--- config.mk ---
export PLATFORM = sky130hd
export DESIGN_NAME = utf8_repair_cp1252_fallback_core
export DESIGN_NICKNAME = d
export VERILOG_FILES = /design/src/rtl/core/u8r_pkg.sv /design/src/rtl/core/u8r_ctrl.sv /design/src/rtl/core/u8r_dp.sv /design/src/rtl/core/utf8_repair_cp1252_fallback_core.sv
export SDC_FILE = /design/constraint.sdc
export NUM_CORES = 1
export LEC_CHECK = 0
export BUFFER_PORTS_ARGS = -buffer_cell sky130_fd_sc_hd__buf_2
export CORE_AREA = 4 4 94 96
export CTS_CLUSTER_SIZE = 25
export DETAILED_ROUTE_END_ITERATION = 16
export DIE_AREA = 0 0 98 100
export PLACE_DENSITY = 0.78
export SYNTH_ARGS = -nofsm -noshare
export SYNTH_HDL_FRONTEND = slang
export SYNTH_SLANG_ARGS = --single-unit
--- constraint.sdc ---
create_clock -name clk -period 2.44 [get_ports clk]
set_clock_uncertainty 0.05 [all_clocks]
set_input_delay 0.488 -clock clk [delete_from_list [all_inputs] [get_ports clk]]
set_output_delay 0.488 -clock clk [all_outputs]
set_load 0.01 [all_outputs]
--- src/rtl/core/u8r_pkg.sv ---
// shared types, constants and decode functions for the utf-8 repair core
package u8r_pkg;

  localparam logic [7:0] ASCII_LIMIT  = 8'h80;
  localparam logic [7:0] LEAD2_MIN    = 8'hC2;
  localparam logic [7:0] LEAD3_MIN    = 8'hE0;
  localparam logic [7:0] LEAD4_MIN    = 8'hF0;
  localparam logic [7:0] LEAD_LIMIT   = 8'hF5;
  localparam logic [7:0] LEAD_SURR    = 8'hED;
  localparam logic [7:0] LEAD_MAX     = 8'hF4;
  localparam logic [7:0] E0_CONT_MIN  = 8'hA0;
  localparam logic [7:0] F0_CONT_MIN  = 8'h90;
  localparam logic [1:0] CONT_TAG     = 2'b10;
  localparam logic [15:0] CP_1B_LIMIT = 16'h0080;
  localparam logic [15:0] CP_2B_LIMIT = 16'h0800;

  typedef enum logic [1:0] {
    S_IDLE,
    S_DECIDE,
    S_EMIT,
    S_FINISH
  } u8r_state_t;

  typedef enum logic [1:0] {
    RUN_INVALID,
    RUN_INCOMPLETE,
    RUN_COMPLETE
  } run_st_t;

  typedef struct packed {
    run_st_t    st;
    logic [2:0] need;
  } run_info_t;

  typedef struct packed {
    logic load;
    logic start_copy;
    logic start_fb;
    logic emit;
    logic flush;
  } u8r_cmd_t;

  typedef struct packed {
    run_st_t run_st;
    logic    buf_empty;
    logic    last;
    logic    emit_ok;
    logic    run_end;
    logic    hold_vld;
    logic    out_free;
  } u8r_sts_t;

  // cp1252 code point for a byte; unassigned c1 bytes keep their latin-1 value
  function automatic logic [15:0] cp1252_cp(input logic [7:0] b);
    logic [15:0] cp;
    case (b)
      8'h80:   cp = 16'h20AC;
      8'h82:   cp = 16'h201A;
      8'h83:   cp = 16'h0192;
      8'h84:   cp = 16'h201E;
      8'h85:   cp = 16'h2026;
      8'h86:   cp = 16'h2020;
      8'h87:   cp = 16'h2021;
      8'h88:   cp = 16'h02C6;
      8'h89:   cp = 16'h2030;
      8'h8A:   cp = 16'h0160;
      8'h8B:   cp = 16'h2039;
      8'h8C:   cp = 16'h0152;
      8'h8E:   cp = 16'h017D;
      8'h91:   cp = 16'h2018;
      8'h92:   cp = 16'h2019;
      8'h93:   cp = 16'h201C;
      8'h94:   cp = 16'h201D;
      8'h95:   cp = 16'h2022;
      8'h96:   cp = 16'h2013;
      8'h97:   cp = 16'h2014;
      8'h98:   cp = 16'h02DC;
      8'h99:   cp = 16'h2122;
      8'h9A:   cp = 16'h0161;
      8'h9B:   cp = 16'h203A;
      8'h9C:   cp = 16'h0153;
      8'h9E:   cp = 16'h017E;
      8'h9F:   cp = 16'h0178;
      default: cp = {8'h00, b};
    endcase
    return cp;
  endfunction

  // strict utf-8 check of the run at the buffer head, have = bytes present
  function automatic run_info_t classify_run(input logic [7:0] b0, input logic [7:0] b1,
                                             input logic [7:0] b2, input logic [7:0] b3,
                                             input logic [2:0] have);
    logic [2:0] len;
    logic       bad;
    run_info_t  r;
    len = 3'd1;
    bad = 1'b0;
    if (b0 < ASCII_LIMIT) begin
      len = 3'd1;
    end else if (b0 < LEAD2_MIN) begin
      bad = 1'b1;
    end else if (b0 < LEAD3_MIN) begin
      len = 3'd2;
    end else if (b0 < LEAD4_MIN) begin
      len = 3'd3;
    end else if (b0 < LEAD_LIMIT) begin
      len = 3'd4;
    end else begin
      bad = 1'b1;
    end
    if (have >= 3'd2 && len >= 3'd2 && b1[7:6] != CONT_TAG) bad = 1'b1;
    if (have >= 3'd3 && len >= 3'd3 && b2[7:6] != CONT_TAG) bad = 1'b1;
    if (have >= 3'd4 && len >= 3'd4 && b3[7:6] != CONT_TAG) bad = 1'b1;
    if (have >= 3'd2) begin
      // overlong, surrogate and above-range forms
      if (b0 == LEAD3_MIN && b1 < E0_CONT_MIN) bad = 1'b1;
      if (b0 == LEAD_SURR && b1 >= E0_CONT_MIN) bad = 1'b1;
      if (b0 == LEAD4_MIN && b1 < F0_CONT_MIN) bad = 1'b1;
      if (b0 == LEAD_MAX && b1 >= F0_CONT_MIN) bad = 1'b1;
    end
    r.need = len;
    if (bad) begin
      r.st = RUN_INVALID;
    end else if (have < len) begin
      r.st = RUN_INCOMPLETE;
    end else begin
      r.st = RUN_COMPLETE;
    end
    return r;
  endfunction

endpackage

--- src/rtl/core/u8r_ctrl.sv ---
// sequencer: accepts a word, resolves runs at the buffer head, closes each item
module u8r_ctrl
  import u8r_pkg::*;
(
  input  logic     clk,
  input  logic     rst_n,
  input  logic     in_valid,
  output logic     in_stall,
  input  u8r_sts_t sts,
  output u8r_cmd_t cmd
);

  u8r_state_t state_r;
  u8r_state_t state_nxt;

  always_ff @(posedge clk) begin
    if (!rst_n) begin
      state_r <= S_IDLE;
    end else begin
      state_r <= state_nxt;
    end
  end

  always_comb begin
    state_nxt = state_r;
    cmd       = '0;
    in_stall  = (state_r != S_IDLE);
    case (state_r)
      S_IDLE: begin
        if (in_valid) begin
          cmd.load  = 1'b1;
          state_nxt = S_DECIDE;
        end
      end
      S_DECIDE: begin
        if (sts.buf_empty) begin
          state_nxt = S_FINISH;
        end else begin
          case (sts.run_st)
            RUN_COMPLETE: begin
              cmd.start_copy = 1'b1;
              state_nxt      = S_EMIT;
            end
            RUN_INCOMPLETE: begin
              // hold the run unless the text ends here
              if (sts.last) begin
                cmd.start_fb = 1'b1;
                state_nxt    = S_EMIT;
              end else begin
                state_nxt = S_FINISH;
              end
            end
            default: begin
              cmd.start_fb = 1'b1;
              state_nxt    = S_EMIT;
            end
          endcase
        end
      end
      S_EMIT: begin
        if (sts.emit_ok) begin
          cmd.emit = 1'b1;
          if (sts.run_end) state_nxt = S_DECIDE;
        end
      end
      S_FINISH: begin
        if (!sts.hold_vld) begin
          state_nxt = S_IDLE;
        end else if (sts.out_free) begin
          cmd.flush = 1'b1;
          state_nxt = S_IDLE;
        end
      end
      default: state_nxt = S_IDLE;
    endcase
  end

endmodule

--- src/rtl/core/u8r_dp.sv ---
// datapath: pending byte buffer, run check, cp1252 encoder, hold and output registers
module u8r_dp
  import u8r_pkg::*;
(
  input  logic       clk,
  input  logic       rst_n,
  input  logic [7:0] in_byte,
  input  logic       in_last,
  input  u8r_cmd_t   cmd,
  output u8r_sts_t   sts,
  output logic       out_valid,
  input  logic       out_stall,
  output logic [7:0] out_byte,
  output logic       out_run_last,
  output logic       out_text_end,
  output logic       out_transcoded
);

  logic [7:0] buf_r [4];
  logic [7:0] buf_nxt [4];
  logic [2:0] n_r, n_nxt;
  logic       last_r, last_nxt;
  logic       mode_fb_r, mode_fb_nxt;
  logic [2:0] rem_r, rem_nxt;
  logic [1:0] idx_r, idx_nxt;
  logic [7:0] hold_byte_r, hold_byte_nxt;
  logic       hold_tr_r, hold_tr_nxt;
  logic       hold_vld_r, hold_vld_nxt;
  logic       out_valid_r, out_valid_nxt;
  logic [7:0] out_byte_r, out_byte_nxt;
  logic       out_rl_r, out_rl_nxt;
  logic       out_te_r, out_te_nxt;
  logic       out_tr_r, out_tr_nxt;

  run_info_t   run;
  logic [15:0] cp;
  logic [2:0]  enc_len;
  logic [7:0]  enc0, enc1, enc2;
  logic [7:0]  enc_sel;
  logic        out_free;
  logic        emit_ok;
  logic        run_end;

  assign run      = classify_run(buf_r[0], buf_r[1], buf_r[2], buf_r[3], n_r);
  assign out_free = !out_valid_r || !out_stall;
  assign emit_ok  = !hold_vld_r || out_free;
  assign run_end  = (rem_r == 3'd1);

  // fallback encoding of the head byte
  always_comb begin
    cp   = cp1252_cp(buf_r[0]);
    enc0 = cp[7:0];
    enc1 = '0;
    enc2 = '0;
    if (cp < CP_1B_LIMIT) begin
      enc_len = 3'd1;
    end else if (cp < CP_2B_LIMIT) begin
      enc_len = 3'd2;
      enc0    = {3'b110, cp[10:6]};
      enc1    = {CONT_TAG, cp[5:0]};
    end else begin
      enc_len = 3'd3;
      enc0    = {4'b1110, cp[15:12]};
      enc1    = {CONT_TAG, cp[11:6]};
      enc2    = {CONT_TAG, cp[5:0]};
    end
    case (idx_r)
      2'd0:    enc_sel = enc0;
      2'd1:    enc_sel = enc1;
      default: enc_sel = enc2;
    endcase
  end

  always_comb begin
    sts.run_st    = run.st;
    sts.buf_empty = (n_r == 3'd0);
    sts.last      = last_r;
    sts.emit_ok   = emit_ok;
    sts.run_end   = run_end;
    sts.hold_vld  = hold_vld_r;
    sts.out_free  = out_free;
  end

  always_comb begin
    buf_nxt       = buf_r;
    n_nxt         = n_r;
    last_nxt      = last_r;
    mode_fb_nxt   = mode_fb_r;
    rem_nxt       = rem_r;
    idx_nxt       = idx_r;
    hold_byte_nxt = hold_byte_r;
    hold_tr_nxt   = hold_tr_r;
    hold_vld_nxt  = hold_vld_r;
    out_valid_nxt = out_valid_r;
    out_byte_nxt  = out_byte_r;
    out_rl_nxt    = out_rl_r;
    out_te_nxt    = out_te_r;
    out_tr_nxt    = out_tr_r;

    if (out_valid_r && !out_stall) out_valid_nxt = 1'b0;

    if (cmd.load) begin
      buf_nxt[n_r[1:0]] = in_byte;
      n_nxt             = n_r + 3'd1;
      last_nxt          = in_last;
    end
    if (cmd.start_copy) begin
      mode_fb_nxt = 1'b0;
      rem_nxt     = run.need;
    end
    if (cmd.start_fb) begin
      mode_fb_nxt = 1'b1;
      rem_nxt     = enc_len;
      idx_nxt     = 2'd0;
    end
    if (cmd.emit) begin
      // a newer word follows, so the held one is not the item's last
      if (hold_vld_r) begin
        out_valid_nxt = 1'b1;
        out_byte_nxt  = hold_byte_r;
        out_tr_nxt    = hold_tr_r;
        out_rl_nxt    = 1'b0;
        out_te_nxt    = 1'b0;
      end
      hold_vld_nxt = 1'b1;
      rem_nxt      = rem_r - 3'd1;
      if (mode_fb_r) begin
        hold_byte_nxt = enc_sel;
        hold_tr_nxt   = 1'b1;
        idx_nxt       = idx_r + 2'd1;
      end else begin
        hold_byte_nxt = buf_r[0];
        hold_tr_nxt   = 1'b0;
      end
      if (!mode_fb_r || run_end) begin
        buf_nxt[0] = buf_r[1];
        buf_nxt[1] = buf_r[2];
        buf_nxt[2] = buf_r[3];
        n_nxt      = n_r - 3'd1;
      end
    end
    if (cmd.flush) begin
      out_valid_nxt = 1'b1;
      out_byte_nxt  = hold_byte_r;
      out_tr_nxt    = hold_tr_r;
      out_rl_nxt    = 1'b1;
      out_te_nxt    = last_r;
      hold_vld_nxt  = 1'b0;
    end
  end

  always_ff @(posedge clk) begin
    if (!rst_n) begin
      n_r         <= '0;
      hold_vld_r  <= 1'b0;
      out_valid_r <= 1'b0;
    end else begin
      n_r         <= n_nxt;
      hold_vld_r  <= hold_vld_nxt;
      out_valid_r <= out_valid_nxt;
    end
  end

  always_ff @(posedge clk) begin
    buf_r       <= buf_nxt;
    last_r      <= last_nxt;
    mode_fb_r   <= mode_fb_nxt;
    rem_r       <= rem_nxt;
    idx_r       <= idx_nxt;
    hold_byte_r <= hold_byte_nxt;
    hold_tr_r   <= hold_tr_nxt;
    out_byte_r  <= out_byte_nxt;
    out_rl_r    <= out_rl_nxt;
    out_te_r    <= out_te_nxt;
    out_tr_r    <= out_tr_nxt;
  end

  assign out_valid      = out_valid_r;
  assign out_byte       = out_byte_r;
  assign out_run_last   = out_rl_r;
  assign out_text_end   = out_te_r;
  assign out_transcoded = out_tr_r;

  a_buf_depth: assert property (@(posedge clk) disable iff (!rst_n)
    n_r <= 3'd4)
    else $error("pending buffer overfilled");

  a_load_room: assert property (@(posedge clk) disable iff (!rst_n)
    cmd.load |-> n_r <= 3'd3)
    else $error("word loaded into a full buffer");

  a_end_flushed: assert property (@(posedge clk) disable iff (!rst_n)
    (cmd.flush && last_r) |-> n_r == 3'd0)
    else $error("text ended with bytes still pending");

  a_no_overwrite: assert property (@(posedge clk) disable iff (!rst_n)
    ((cmd.emit && hold_vld_r) || cmd.flush) |-> out_free)
    else $error("output register overwritten while stalled");

  a_end_is_run_last: assert property (@(posedge clk) disable iff (!rst_n)
    (out_valid_r && out_te_r) |-> out_rl_r)
    else $error("text end without run end");

endmodule

--- src/rtl/core/utf8_repair_cp1252_fallback_core.sv ---
// top level of the utf-8 repair core with cp1252/latin-1 fallback
//
//   channel  direction  handshake              fields
//   in_      input      in_valid / in_stall    in_byte[7:0], in_last
//   out_     output     out_valid / out_stall  out_byte[7:0], out_run_last,
//                                              out_text_end, out_transcoded
//
// an item is handled in order: accept the word, then one decision per run resolved at the
// buffer head plus a closing one, one emit per output word, and a last step to close the item
// a single shared head-of-buffer decode serves every run; the emit path moves one word per
// cycle unless out_stall holds the output register and a word already waits in the hold stage
// reset is synchronous, active low; it empties the pending buffer and output registers
// out_stall holds words in the output register; one more word waits in a hold stage
module utf8_repair_cp1252_fallback_core
  import u8r_pkg::*;
(
  input  logic       clk,
  input  logic       rst_n,
  input  logic       in_valid,
  output logic       in_stall,
  input  logic [7:0] in_byte,
  input  logic       in_last,
  output logic       out_valid,
  input  logic       out_stall,
  output logic [7:0] out_byte,
  output logic       out_run_last,
  output logic       out_text_end,
  output logic       out_transcoded
);

  u8r_cmd_t cmd;
  u8r_sts_t sts;

  u8r_ctrl u_ctrl (
    .clk      (clk),
    .rst_n    (rst_n),
    .in_valid (in_valid),
    .in_stall (in_stall),
    .sts      (sts),
    .cmd      (cmd)
  );

  u8r_dp u_dp (
    .clk            (clk),
    .rst_n          (rst_n),
    .in_byte        (in_byte),
    .in_last        (in_last),
    .cmd            (cmd),
    .sts            (sts),
    .out_valid      (out_valid),
    .out_stall      (out_stall),
    .out_byte       (out_byte),
    .out_run_last   (out_run_last),
    .out_text_end   (out_text_end),
    .out_transcoded (out_transcoded)
  );

endmodule

# Yosys cells after proc, flatten, opt, wreduce, memory -nomap -nowiden
# Cells that the tools add are included.
# Widths: inputs -> output; s select.
[totals] regBits=66 inputBits=13 output_inout_bits=13 wordCells=200
[classes] add_sub_neg=4 n_lt_le_gt_ge=20 n_eq_ne=45 mux=81 n_bitwise=2 reduce_logical=30
[op_table] op="$pmux 14 s27" count=1
[op_table] op="$eq 8x8->1 const B" count=31
[op_table] op="$mux 8" count=9
[op_table] op="$lt 8x8->1 const B" count=7
[op_table] op="$mux 24" count=2
[op_table] op="$mux 1" count=36
[op_table] op="$mux 3" count=12
[op_table] op="$bwmux 32" count=1
[op_table] op="$mux 32" count=1
[op_table] op="$mux 2" count=13
[op_table] op="$demux 8 s2" count=1
[op_table] op="$ge 8x8->1 const B" count=2
[op_table] op="$pmux 8 s2" count=1
[op_table] op="$lt 14x12->1 const B" count=1
[op_table] op="$lt 14x8->1 const B" count=1
[op_table] op="$ge 3x2->1 const B" count=4
[op_table] op="$logic_and 1x1->1" count=12
[op_table] op="$mux 6" count=2
[op_table] op="$ge 3x3->1 const B" count=3
[op_table] op="$ne 2x2->1 const B" count=4
[op_table] op="$pmux 2 s4" count=1
[op_table] op="$eq 2x1->1 const B" count=3
[op_table] op="$eq 2x2->1 const B" count=3
[op_table] op="$reduce_bool 2->1" count=3
[op_table] op="other kinds (19)" count=28

# Logic depth before layout (Yosys ltp)
# Gate-level depths: netlist of the first run.
[depth] word_depth=25 mapped_depth=11 ltp_nobuf=9

# By module
# A second synthesis of the first run with hierarchy kept.
[hier_totals] cells_unflattened=411 hier_area_um2=3762.4
[modules_own_cells] module="u8r_dp" n_inst=1 cells_each=388 area_each_um2=3599.7
[modules_own_cells] module="u8r_ctrl" n_inst=1 cells_each=23 area_each_um2=162.7

# Worst setup path before layout of the first run
# No wires, ideal clock.
[synth_path] path_type="reg2reg" start="reg u_dp.buf_r[27] (netlist name)" end="reg u_dp.rem_r[1], data pin" setup_ps=135 t_arrival_ps=2526 t_required_ps=2255 slack_ps=-270 path_stages_with_launch=12 period_less_slack_ps=2710 path_cell_list="dfxtp_1 -> buf_4 -> buf_2 -> buf_2 -> nor4b_1 -> inv_1 -> ha_1 -> o21ai_0 -> and3b_1 -> a21o_1 -> or4_1 -> nand3_1"
[synth_via] elab_chain_len=24 word_cells_on_any_way=81 classes_between="order compare: 10; eq/ne: 33; mux: 28; reduce/logical: 10"
[synth_rtl] item="start, declared" line="u8r_dp.sv:19" rtl="logic [7:0] buf_r [4];"
[synth_rtl] item="start signal, assigned" line="u8r_dp.sv:165" rtl="buf_r <= buf_nxt;"
[synth_rtl] item="$lt 8x8->1" line="u8r_pkg.sv:106" rtl="end else if (b0 < LEAD_LIMIT) begin"
[synth_rtl] item="$mux 3" line="u8r_pkg.sv:106"
[synth_rtl] item="$mux 3" line="u8r_pkg.sv:104" rtl="end else if (b0 < LEAD4_MIN) begin"
[synth_rtl] item="$mux 3" line="u8r_pkg.sv:102" rtl="end else if (b0 < LEAD3_MIN) begin"
[synth_rtl] item="$mux 3" line="u8r_pkg.sv:100" rtl="end else if (b0 < LEAD2_MIN) begin"
[synth_rtl] item="$mux 3" line="u8r_pkg.sv:98" rtl="if (b0 < ASCII_LIMIT) begin"
[synth_rtl] item="$ge 3x2->1" line="u8r_pkg.sv:111" rtl="if (have >= 3'd2 && len >= 3'd2 && b1[7:6] != CONT_TAG) bad = 1'b1;"
[synth_rtl] item="$logic_and 1x1->1 (2 in a row)" line="u8r_pkg.sv:111"
[synth_rtl] item="[8 not listed]"
[synth_rtl] item="$mux 2" line="u8r_pkg.sv:122" rtl="if (bad) begin"
[synth_rtl] item="$eq 2x1->1 / $eq 2x2->1 (equally long branches)" line="u8r_ctrl.sv:39" rtl="case (sts.run_st)"
[synth_rtl] item="$pmux 1 s2" line="u8r_ctrl.sv:39"
[synth_rtl] item="$mux 2" line="u8r_ctrl.sv:36" rtl="if (sts.buf_empty) begin"
[synth_rtl] item="$mux 2" line="u8r_ctrl.sv:28" rtl="case (state_r)"
[synth_rtl] item="$mux 3 *" line="u8r_dp.sv:111" rtl="if (cmd.start_fb) begin"
[synth_rtl] item="$mux 3 *" line="u8r_dp.sv:116" rtl="if (cmd.emit) begin"
[synth_rtl] item="named net u_dp.rem_nxt[1]" line="u8r_dp.sv:24" rtl="logic [2:0] rem_r, rem_nxt;"
[synth_rtl] item="end signal, assigned" line="u8r_dp.sv:168" rtl="rem_r <= rem_nxt;"
[synth_rtl] item="end, declared" line="u8r_dp.sv:24"
# Mark *: on every way through the listed nets, which the timed path passes. The rest lies on a longest branch. The select of a mux whose other input is x is not followed.
# A chain may end at the register's enable or synchronous reset.

# Worst setup path after layout of the first run
[layout_path] start="reg u_dp.buf_r[25] (netlist name)" end="reg u_dp.rem_r[1], data pin"
# Same word-level chain as after synthesis.

==> results of run 1 <==
## area by class of cell
type | instances | area (sq um)
clock buffers | 10 | 148.9
clock inverters | 6 | 46.29
fillers | 697 | 3537
inverters | 19 | 71.32
multi-input cells | 310 | 2133
flip-flops and latches | 66 | 1639
well taps | 105 | 131.4
repair buffers | 52 | 344.1
## power by group through the flow
| stage | clock (W) | sequential, W | combinational, W |
|---|---|---|---|
| final | 0.000897 | 0.00186 | 0.00308 |
| after floorplan | 0 | 0.00177 | 0.00234 |
| after detailed placement | 0 | 0.00186 | 0.00296 |
| after global placement | 0 | 0.00184 | 0.00288 |
| after global routing | 0.000973 | 0.00191 | 0.00341 |
| after CTS | 0.000923 | 0.00183 | 0.00297 |
## what timing repair did
item,4_1_cts,5_1_grt
resized for setup,0,14
hold endpoints to repair,0,0
setup buffers,0,3
endpoints found under the setup margin,0,7
## final timing paths
| check | from | endpoint |
|---|---|---|
| worst min register to register | u_dp.hold_byte_r[7]$_DFFE_PP_ | u_dp.out_byte[7]$_DFFE_PP_ |
| worst max-delay path | u_dp.buf_r[25]$_DFF_P_ | u_dp.rem_r[1]$_DFFE_PP_ |
| worst max register to register | u_dp.buf_r[25]$_DFF_P_ | u_dp.rem_r[1]$_DFFE_PP_ |
| worst min-delay path | in_last | u_dp.last_r$_DFFE_PP_ |
## placed cells by master, fill, tap and decap left out, types with 3 or more instances in the layout
cell type / count
clkinv_1: 3
nor3_1: 5
ha_1: 11
xor2_1: 3
dfxtp_1: 31
a31oi_1: 4
a22oi_1: 4
buf_2: 25
dfxtp_2: 3
o22ai_1: 8
buf_4: 25
o32ai_1: 3
edfxtp_1: 31
inv_1: 16
or3_1: 5
nand3_1: 8
o21ai_0: 41
nand2b_1: 6
a21oi_1: 33
nor2b_1: 7
nor2_1: 19
o21ai_1: 4
nand2_1: 49
mux2i_1: 23
clkbuf_8: 9
and3_1: 6
mux2_2: 3
## logic make-up (layout without fill, tap and decap cells)
logic type | after synthesis | count (layout) | synth area share, %
xor+xnor | 4 | 4 | 0.8950
buf+inv | 49 | 87 | 5.657
flops | 66 | 66 | 41.67
compound gates | 135 | 135 | 22.72
fa+ha+maj | 14 | 14 | 4.410
simple gates | 131 | 131 | 17.90
mux | 26 | 26 | 6.743
## routing by layer
layer / routed length, microns / global-route usage [%]
met1: 3874 / 24.35
met3: 555 / 5.351
met2: 4153 / 28.64
met4: 76 / 5.857
met5: 0 / 0
## worst max-delay path, stage by stage, from the launching register on
cell and delay (ps):
dfxtp_2 360, buf_4 140, nor2_1 50, nand3b_1 170, nand3_2 110, ha_2 340
o21ai_0 70, and3b_2 210, a21o_1 160, or4_1 460, nand3_1 90
## stage by stage
step                worst slack, ps  utilization [%]  setup TNS (ps)  instance area (sq um)  hold WS (ps)
floorplan                     8.365                -               0                   3965         350.3
global placement              101.4            52.90               0                   4259         352.9
detailed placement            34.11            52.90               0                   4259         357.5
CTS                           9.402            55.32               0                   4454         263.4
global route                 -20.67            56.07          -20.67                   4514         263.7
finish                        71.28            56.07               0                   4514         274.6
==> metrics, run 1 <==
vias in the first global route 3123; die area 9800 sq um; Startpoint Class register; I/O pin count 26; antenna violations before repair 0; status complete, no violations; Net Switching 0.002534 W; GRT Overall Usage 18.25%; WHS Path Cells 1; hold-fix buffers at CTS 0; die extent in x 98 microns; worst slew pin tran 529.7 ps; Peak VDD IR 0.5705 mV; Slew Limit Fails 0; cell count after placement 549; Synth Flop Type dfxtp_1; Max Root-Sink Buffers 2; Worst-path clk slew 80 ps; post-route ant nets 0; first-pass GRT wire length 14.86 mm; Clock Sinks 66; worst min-delay path category primary input to register; # diodes 0; Post-synth ARST share 0%; minimum clock period 2369 ps; Post-route DRC 0; worst reg-to-reg setup slack 70 ps; yosys warns 0; Slew Limit Headroom 64.69%; most numerous cell in the Yosys netlist nand2_1; Unique masters post-synth 77; Synth Area per Inst 9.212 sq um; Crit Path Max Fanout 5; DR WL/cell 15.24 microns; P_leak 1.695 nW; Crit Path Category register to register; Worst R2R Path Depth 10; initial cell density of the core 48.62%; fraction of final layout cells sized beyond drive strength 1 22.03%; root buf cell clkbuf_8; Post-DP HPWL 6.109 mm; CTS buffer count 9; DR vias 3305; fmax 422.2 MHz; Die H 100 microns; Cells after Synth 425; Worst Setup End Kind register; Int Pwr 0.003308 W; global placer's final weighted congestion 0.9480; Post-synth EDFFs 31; max cap viols 0; syn_nets 451; clock share of power 15.4%; Area Growth Syn to Fin 15.31%; nets 484; DRT Wirelength 8.659 mm; post-synthesis sequential area ratio 41.67%; # rows 33; drt pass-1 iters 5; CTS tree done; port bufs 25; Power Density 1294 nW/um^2; combinational fraction of design power 52.7%; Yosys top cell area share 23.78%; commonest cells in the netlist nand2_1, o21ai_0, a21oi_1, dfxtp_1, edfxtp_1; Critical Path AT 2520 ps; gr ovfl total 0; fin crit share 97.08%; Final Setup Violations 0; largest net degree at the start of global routing 55; Post-Layout Cell Count 568; Yosys top cell by area edfxtp_1; Critical Path RT 2590 ps; Post-Syn Area 3915 sq um; CTS H-tree depth 3; total power 0.005842 W; #FFs+latches synth 66; RSZ-0062 raised after global routing yes; largest cells by area after synthesis edfxtp_1, dfxtp_1, mux2i_1; worst-skew pair later-pin latency 350 ps; Fin. Hold Viols 0; Initial DRC Count 271; DR vias/cell 5.819; total core area 8051 sq um; Sequential Power Share 31.9%; sw frac 43.37%
(Power assumes the default switching activity.)
==> inputs of run 2 (changes only) <==
--- a/config.mk
+++ b/config.mk
@@ -6,11 +6,13 @@
 export NUM_CORES = 1
 export LEC_CHECK = 0
 export BUFFER_PORTS_ARGS = -buffer_cell sky130_fd_sc_hd__buf_2
-export CORE_AREA = 4 4 94 96
+export CELL_PAD_IN_SITES_DETAIL_PLACEMENT = 1
+export CELL_PAD_IN_SITES_GLOBAL_PLACEMENT = 2
+export CORE_AREA = 4 4 111 113
 export CTS_CLUSTER_SIZE = 25
 export DETAILED_ROUTE_END_ITERATION = 16
-export DIE_AREA = 0 0 98 100
-export PLACE_DENSITY = 0.78
+export DIE_AREA = 0 0 115 117
+export PLACE_DENSITY = 0.85
 export SYNTH_ARGS = -nofsm -noshare
 export SYNTH_HDL_FRONTEND = slang
 export SYNTH_SLANG_ARGS = --single-unit
==> run 2 against run 1 <==
Die area rose by 37%. Power is 8.6% higher. Utilization fell by 15 points. Critical endpoint unchanged. Highest routed layer unchanged.
==> metrics, run 2 (synthesized netlist as in run 1, its figures left out) <==
Area Growth Syn to Fin 19.14%; fraction of final layout cells sized beyond drive strength 1 21.77%; max cap viols 0; worst min-delay path category primary input to register; I/O pin count 26; Die H 117 microns; initial cell density of the core 34.58%; first-pass GRT wire length 17.77 mm; vias in the first global route 3440; post-route ant nets 0; DR WL/cell 17.43 microns; largest net degree at the start of global routing 55; Worst Setup End Kind register; port bufs 25; total core area 11320 sq um; most frequent cells in the layout nand2_1, o21ai_0, a21oi_1; worst slew pin tran 526.0 ps; Post-route DRC 0; Final Setup Violations 0; Slew Limit Headroom 64.94%; hold slack 291.0 ps; worst reg-to-reg setup slack 60 ps; DRT Wirelength 10.58 mm; largest stage delay on the critical path 470 ps; global placer's final weighted congestion 0.8471; nets 485; commonest non-fill, non-tap cell in the layout nand2_1; final setup margin 64.11 ps; CTS H-tree depth 3; CTS buffer count 9; Clock Sinks 66; antenna violations before repair 0; Startpoint Class register; minimum clock period 2376 ps; Max Root-Sink Buffers 2; crit path capture u_dp.rem_r[1]$_DFFE_PP_; DP Worst Slack 11.31 ps; Critical Path RT 2600 ps; drt pass-1 iters 4; die extent in x 115 microns; gr ovfl total 0; Initial DRC Count 190; worst r2r dst u_dp.rem_r[1]$_DFFE_PP_; root buf cell clkbuf_16; # rows 39; Worst-path clk slew 60 ps; # diodes 0; RSZ-0062 raised after global routing yes; crit path from u_dp.buf_r[25]$_DFF_P_; fin crit share 97.37%; DR vias 3328; worst-path cell chain o21a_4 > nor4b_4 > inv_1 > ha_4 > o21ai_2 > and3b_2 > a21o_1 > or4_1 > nand3_1; Slew Limit Fails 0; Peak VDD IR 0.5037 mV; Worst R2R Path Depth 9; P_leak 1.749 nW; fmax 420.9 MHz; worst-skew pair later-pin latency 350 ps; crit path max-delay cell type or4_1; Fin. Hold Viols 0; Post-DP HPWL 7.554 mm; status complete, no violations; CTS tree done; Power Density 1361 nW/um^2; DR vias/cell 5.483; die area 13460 sq um; reg2reg start u_dp.buf_r[25]$_DFF_P_; Crit Path Category register to register; GRT Overall Usage 16.82%; Critical Path AT 2530 ps; Crit Path Max Fanout 4
==> run 2: repair_timing <==
| item | CTS | global route |
|---|---|---|
| pin swaps | 1 | 1 |
| gates resized for setup | 3 | 9 |
| endpoints found under the setup margin | 1 | 9 |
| buffers inserted | 0 | 2 |
| hold buffers | 0 | 0 |
==> run 2: worst min path at each step <==
stage                                        from                         end  slack [ps]  cells past startpoint
finish                                    in_last       u_dp.last_r$_DFFE_PP_         290                      1
global route                              in_last       u_dp.last_r$_DFFE_PP_         280                      1
CTS                                       in_last       u_dp.last_r$_DFFE_PP_         280                      1
detailed placement  u_dp.hold_byte_r[1]$_DFFE_PP_  u_dp.out_byte[1]$_DFFE_PP_         360                      0
global placement    u_dp.hold_byte_r[7]$_DFFE_PP_  u_dp.out_byte[7]$_DFFE_PP_         350                      0
floorplan           u_dp.hold_byte_r[0]$_DFFE_PP_  u_dp.out_byte[0]$_DFFE_PP_         350                      0
==> run 2: report_power, final <==
part,switching [W],internal (W)
combinational,0.00189,0.00129
clock,0.000496,0.000806
sequential,0.000273,0.00159
==> run 2: worst max-delay path: cells and delay by family (launching register included) <==
family | cells | cell delay, ps
AOI/OAI and AO/OA | 3 | 450
adders and majority gates | 1 | 290
buffers and inverters | 1 | 110
DFF | 1 | 330
and+or+nand+nor | 4 | 1010
==> run 2: metal layers <==
layer | global-route usage (%) | wire length (microns) | part of all wire (%) | up-vias
met5 | 0 | 0 | 0 | -
met4 | 4.851 | 125 | 1.2 | 0
met3 | 4.576 | 430 | 4.1 | 10
met2 | 28.59 | 5232 | 49 | 46
met1 | 21.04 | 4791 | 45 | 1635
li1 | - | - | - | 1637
==> run 2: stage by stage <==
stage | total power, W | instance area [sq um] | instances | util [%] | TNS (ps)
2_1_floorplan | 0.004106 | 3965 | 425 | - | 0
3_3_place_gp | 0.004848 | 4322 | 589 | 38.17 | 0
3_5_place_dp | 0.004974 | 4322 | 589 | 38.17 | 0
6_report | 0.006347 | 4664 | 607 | 41.20 | 0
5_1_grt | 0.006859 | 4664 | 607 | 41.20 | -23.18
4_1_cts | 0.006346 | 4627 | 605 | 40.87 | 0
==> run 2: cell type report <==
| type | count | area [sq um] |
|---|---|---|
| clock buffers | 13 | 281.5 |
| clock inverters | 3 | 20.02 |
| fillers | 1303 | 6656 |
| inverters | 19 | 71.32 |
| multi-input cells | 310 | 2126 |
| flip-flops and latches | 66 | 1639 |
| well taps | 143 | 178.9 |
| repair buffers | 53 | 347.8 |
==> inputs of run 3 (changes only) <==
--- a/config.mk
+++ b/config.mk
@@ -7,12 +7,12 @@
 export LEC_CHECK = 0
 export BUFFER_PORTS_ARGS = -buffer_cell sky130_fd_sc_hd__buf_2
 export CELL_PAD_IN_SITES_DETAIL_PLACEMENT = 1
-export CELL_PAD_IN_SITES_GLOBAL_PLACEMENT = 2
-export CORE_AREA = 4 4 111 113
+export CELL_PAD_IN_SITES_GLOBAL_PLACEMENT = 1
+export CORE_AREA = 4 4 101 103
 export CTS_CLUSTER_SIZE = 25
 export DETAILED_ROUTE_END_ITERATION = 16
-export DIE_AREA = 0 0 115 117
-export PLACE_DENSITY = 0.85
+export DIE_AREA = 0 0 105 107
+export PLACE_DENSITY = 0.84
 export SYNTH_ARGS = -nofsm -noshare
 export SYNTH_HDL_FRONTEND = slang
 export SYNTH_SLANG_ARGS = --single-unit
==> run 3 against run 2 <==
Combinational power down 3%. Largest power group unchanged. Clock power down 33%. Maximum frequency up 1.9%. Critical path depth unchanged. Design area down 4.5%. Sequential share of layout area up 1.7 points. Critical path type unchanged. Utilization up 7.2 points. Worst setup slack better by 43 ps.
==> metrics, run 3 (synthesized netlist as in run 1, its figures left out) <==
global placer's final weighted congestion 0.9352; Slew Limit Fails 0; fraction of final layout cells sized beyond drive strength 1 20.96%; post-route cell area 4454 sq um; gr ovfl total 0; I/O pin count 26; Post-DP HPWL 7.168 mm; first-pass GRT wire length 17.07 mm; Area Growth Syn to Fin 13.77%; CTS tree done; Post-Layout Cell Count 569; DP Worst Slack 28.08 ps; commonest non-fill, non-tap cell in the layout nand2_1; Placed Area 4252 sq um; drt pass-1 iters 5; nets 479; Startpoint Class register; fin crit share 95.60%; Clock Sinks 66; die area 11240 sq um; largest net degree at the start of global routing 55; die extent in x 105 microns; DRT Wirelength 10.21 mm; Post-route DRC 0; initial cell density of the core 42.57%; final setup margin 107.3 ps; status complete, no violations; Worst Setup End Kind register; post-route ant nets 0; total core area 9196 sq um; Power Density 1313 nW/um^2; GRT Overall Usage 18.77%; DR vias 3400; Critical Path RT 2600 ps; P_leak 1.662 nW; most frequent cells in the layout nand2_1, o21ai_0, a21oi_1; Die H 107 microns; fmax 428.7 MHz; Peak VDD IR 0.4808 mV; DR WL/cell 17.95 microns; Critical Path AT 2490 ps; vias in the first global route 3476; worst slew pin tran 549.9 ps; Fin. Hold Viols 0; Worst-path clk slew 80 ps; Crit Path Max Fanout 4; antenna violations before repair 0; CTS buffer count 9; root buf cell clkbuf_8; Crit Path Category register to register; Final Setup Violations 0; # diodes 0; # rows 35; DR vias/cell 5.975; Max Root-Sink Buffers 2; Slew Limit Headroom 63.34%; CTS H-tree depth 3; port bufs 25; worst-skew pair later-pin latency 350 ps; cell count after placement 553; Initial DRC Count 296; minimum clock period 2333 ps; worst min-delay path category primary input to register; setup tns final 0 ps; max cap viols 0; hold slack 273.7 ps
run 3: cell types whose count changed in the layout (fill, tap and decap cells not counted), moves of 2 or more:
cell	before	now
buf_4	27	20
clkbuf_16	10	0
clkbuf_8	2	10
o21ai_0	39	41
run 3: worst max-delay path, stage by stage (launching register included):
cell     delay (ps)
dfxtp_2         340
o21a_4          230
nor4b_4         260
inv_2            80
ha_4            270
o21ai_0          70
and3b_2         230
a21o_1          180
or4_1           390
nand3_1         100
run 3: routing by layer:
| layer | routed length (microns) | track usage, % | vias up |
|---|---|---|---|
| li1 | - | - | 1619 |
| met1 | 4463 | 23.36 | 1682 |
| met2 | 5209 | 32.77 | 80 |
| met3 | 344 | 3.552 | 19 |
| met4 | 195 | 6.186 | 0 |
| met5 | 0 | 0 | - |
run 3: area by class of cell:
class,instances,area (sq um)
clock inverters,6,38.79
inverters,19,71.32
multi-input cells,310,2122
repair buffers,47,306.5
fillers,1056,4742
flip-flops and latches,66,1639
well taps,111,138.9
clock buffers,10,137.6
run 3: what timing repair did:
action                     CTS  global route
setup endpoints to repair    0             9
gates resized for setup      0            11
buffers inserted             0             0
hold buffers                 0             0
run 3: path summary, 6_finish.rpt:
kind                                       from                          to  slack [ps]  cells past startpoint
setup / recovery         u_dp.buf_r[24]$_DFF_P_     u_dp.rem_r[1]$_DFFE_PP_         110                      9
hold / removal                          in_last       u_dp.last_r$_DFFE_PP_         270                      1
setup reg to reg         u_dp.buf_r[24]$_DFF_P_     u_dp.rem_r[1]$_DFFE_PP_         110                      9
hold reg to reg   u_dp.hold_byte_r[3]$_DFFE_PP_  u_dp.out_byte[3]$_DFFE_PP_         360                      0
run 3: power by group:
part / switching, W / internal [W]
sequential: 0.000280 / 0.00158
clock: 0.000473 / 0.000398
combinational: 0.00187 / 0.00124
run 3: per-stage QoR:
step / utilization [%] / total power, W
finish: 48.44 / 0.005848
global route: 48.44 / 0.006308
CTS: 48.15 / 0.005807
detailed placement: 46.23 / 0.004898
global placement: 46.23 / 0.004740
floorplan: - / 0.004106
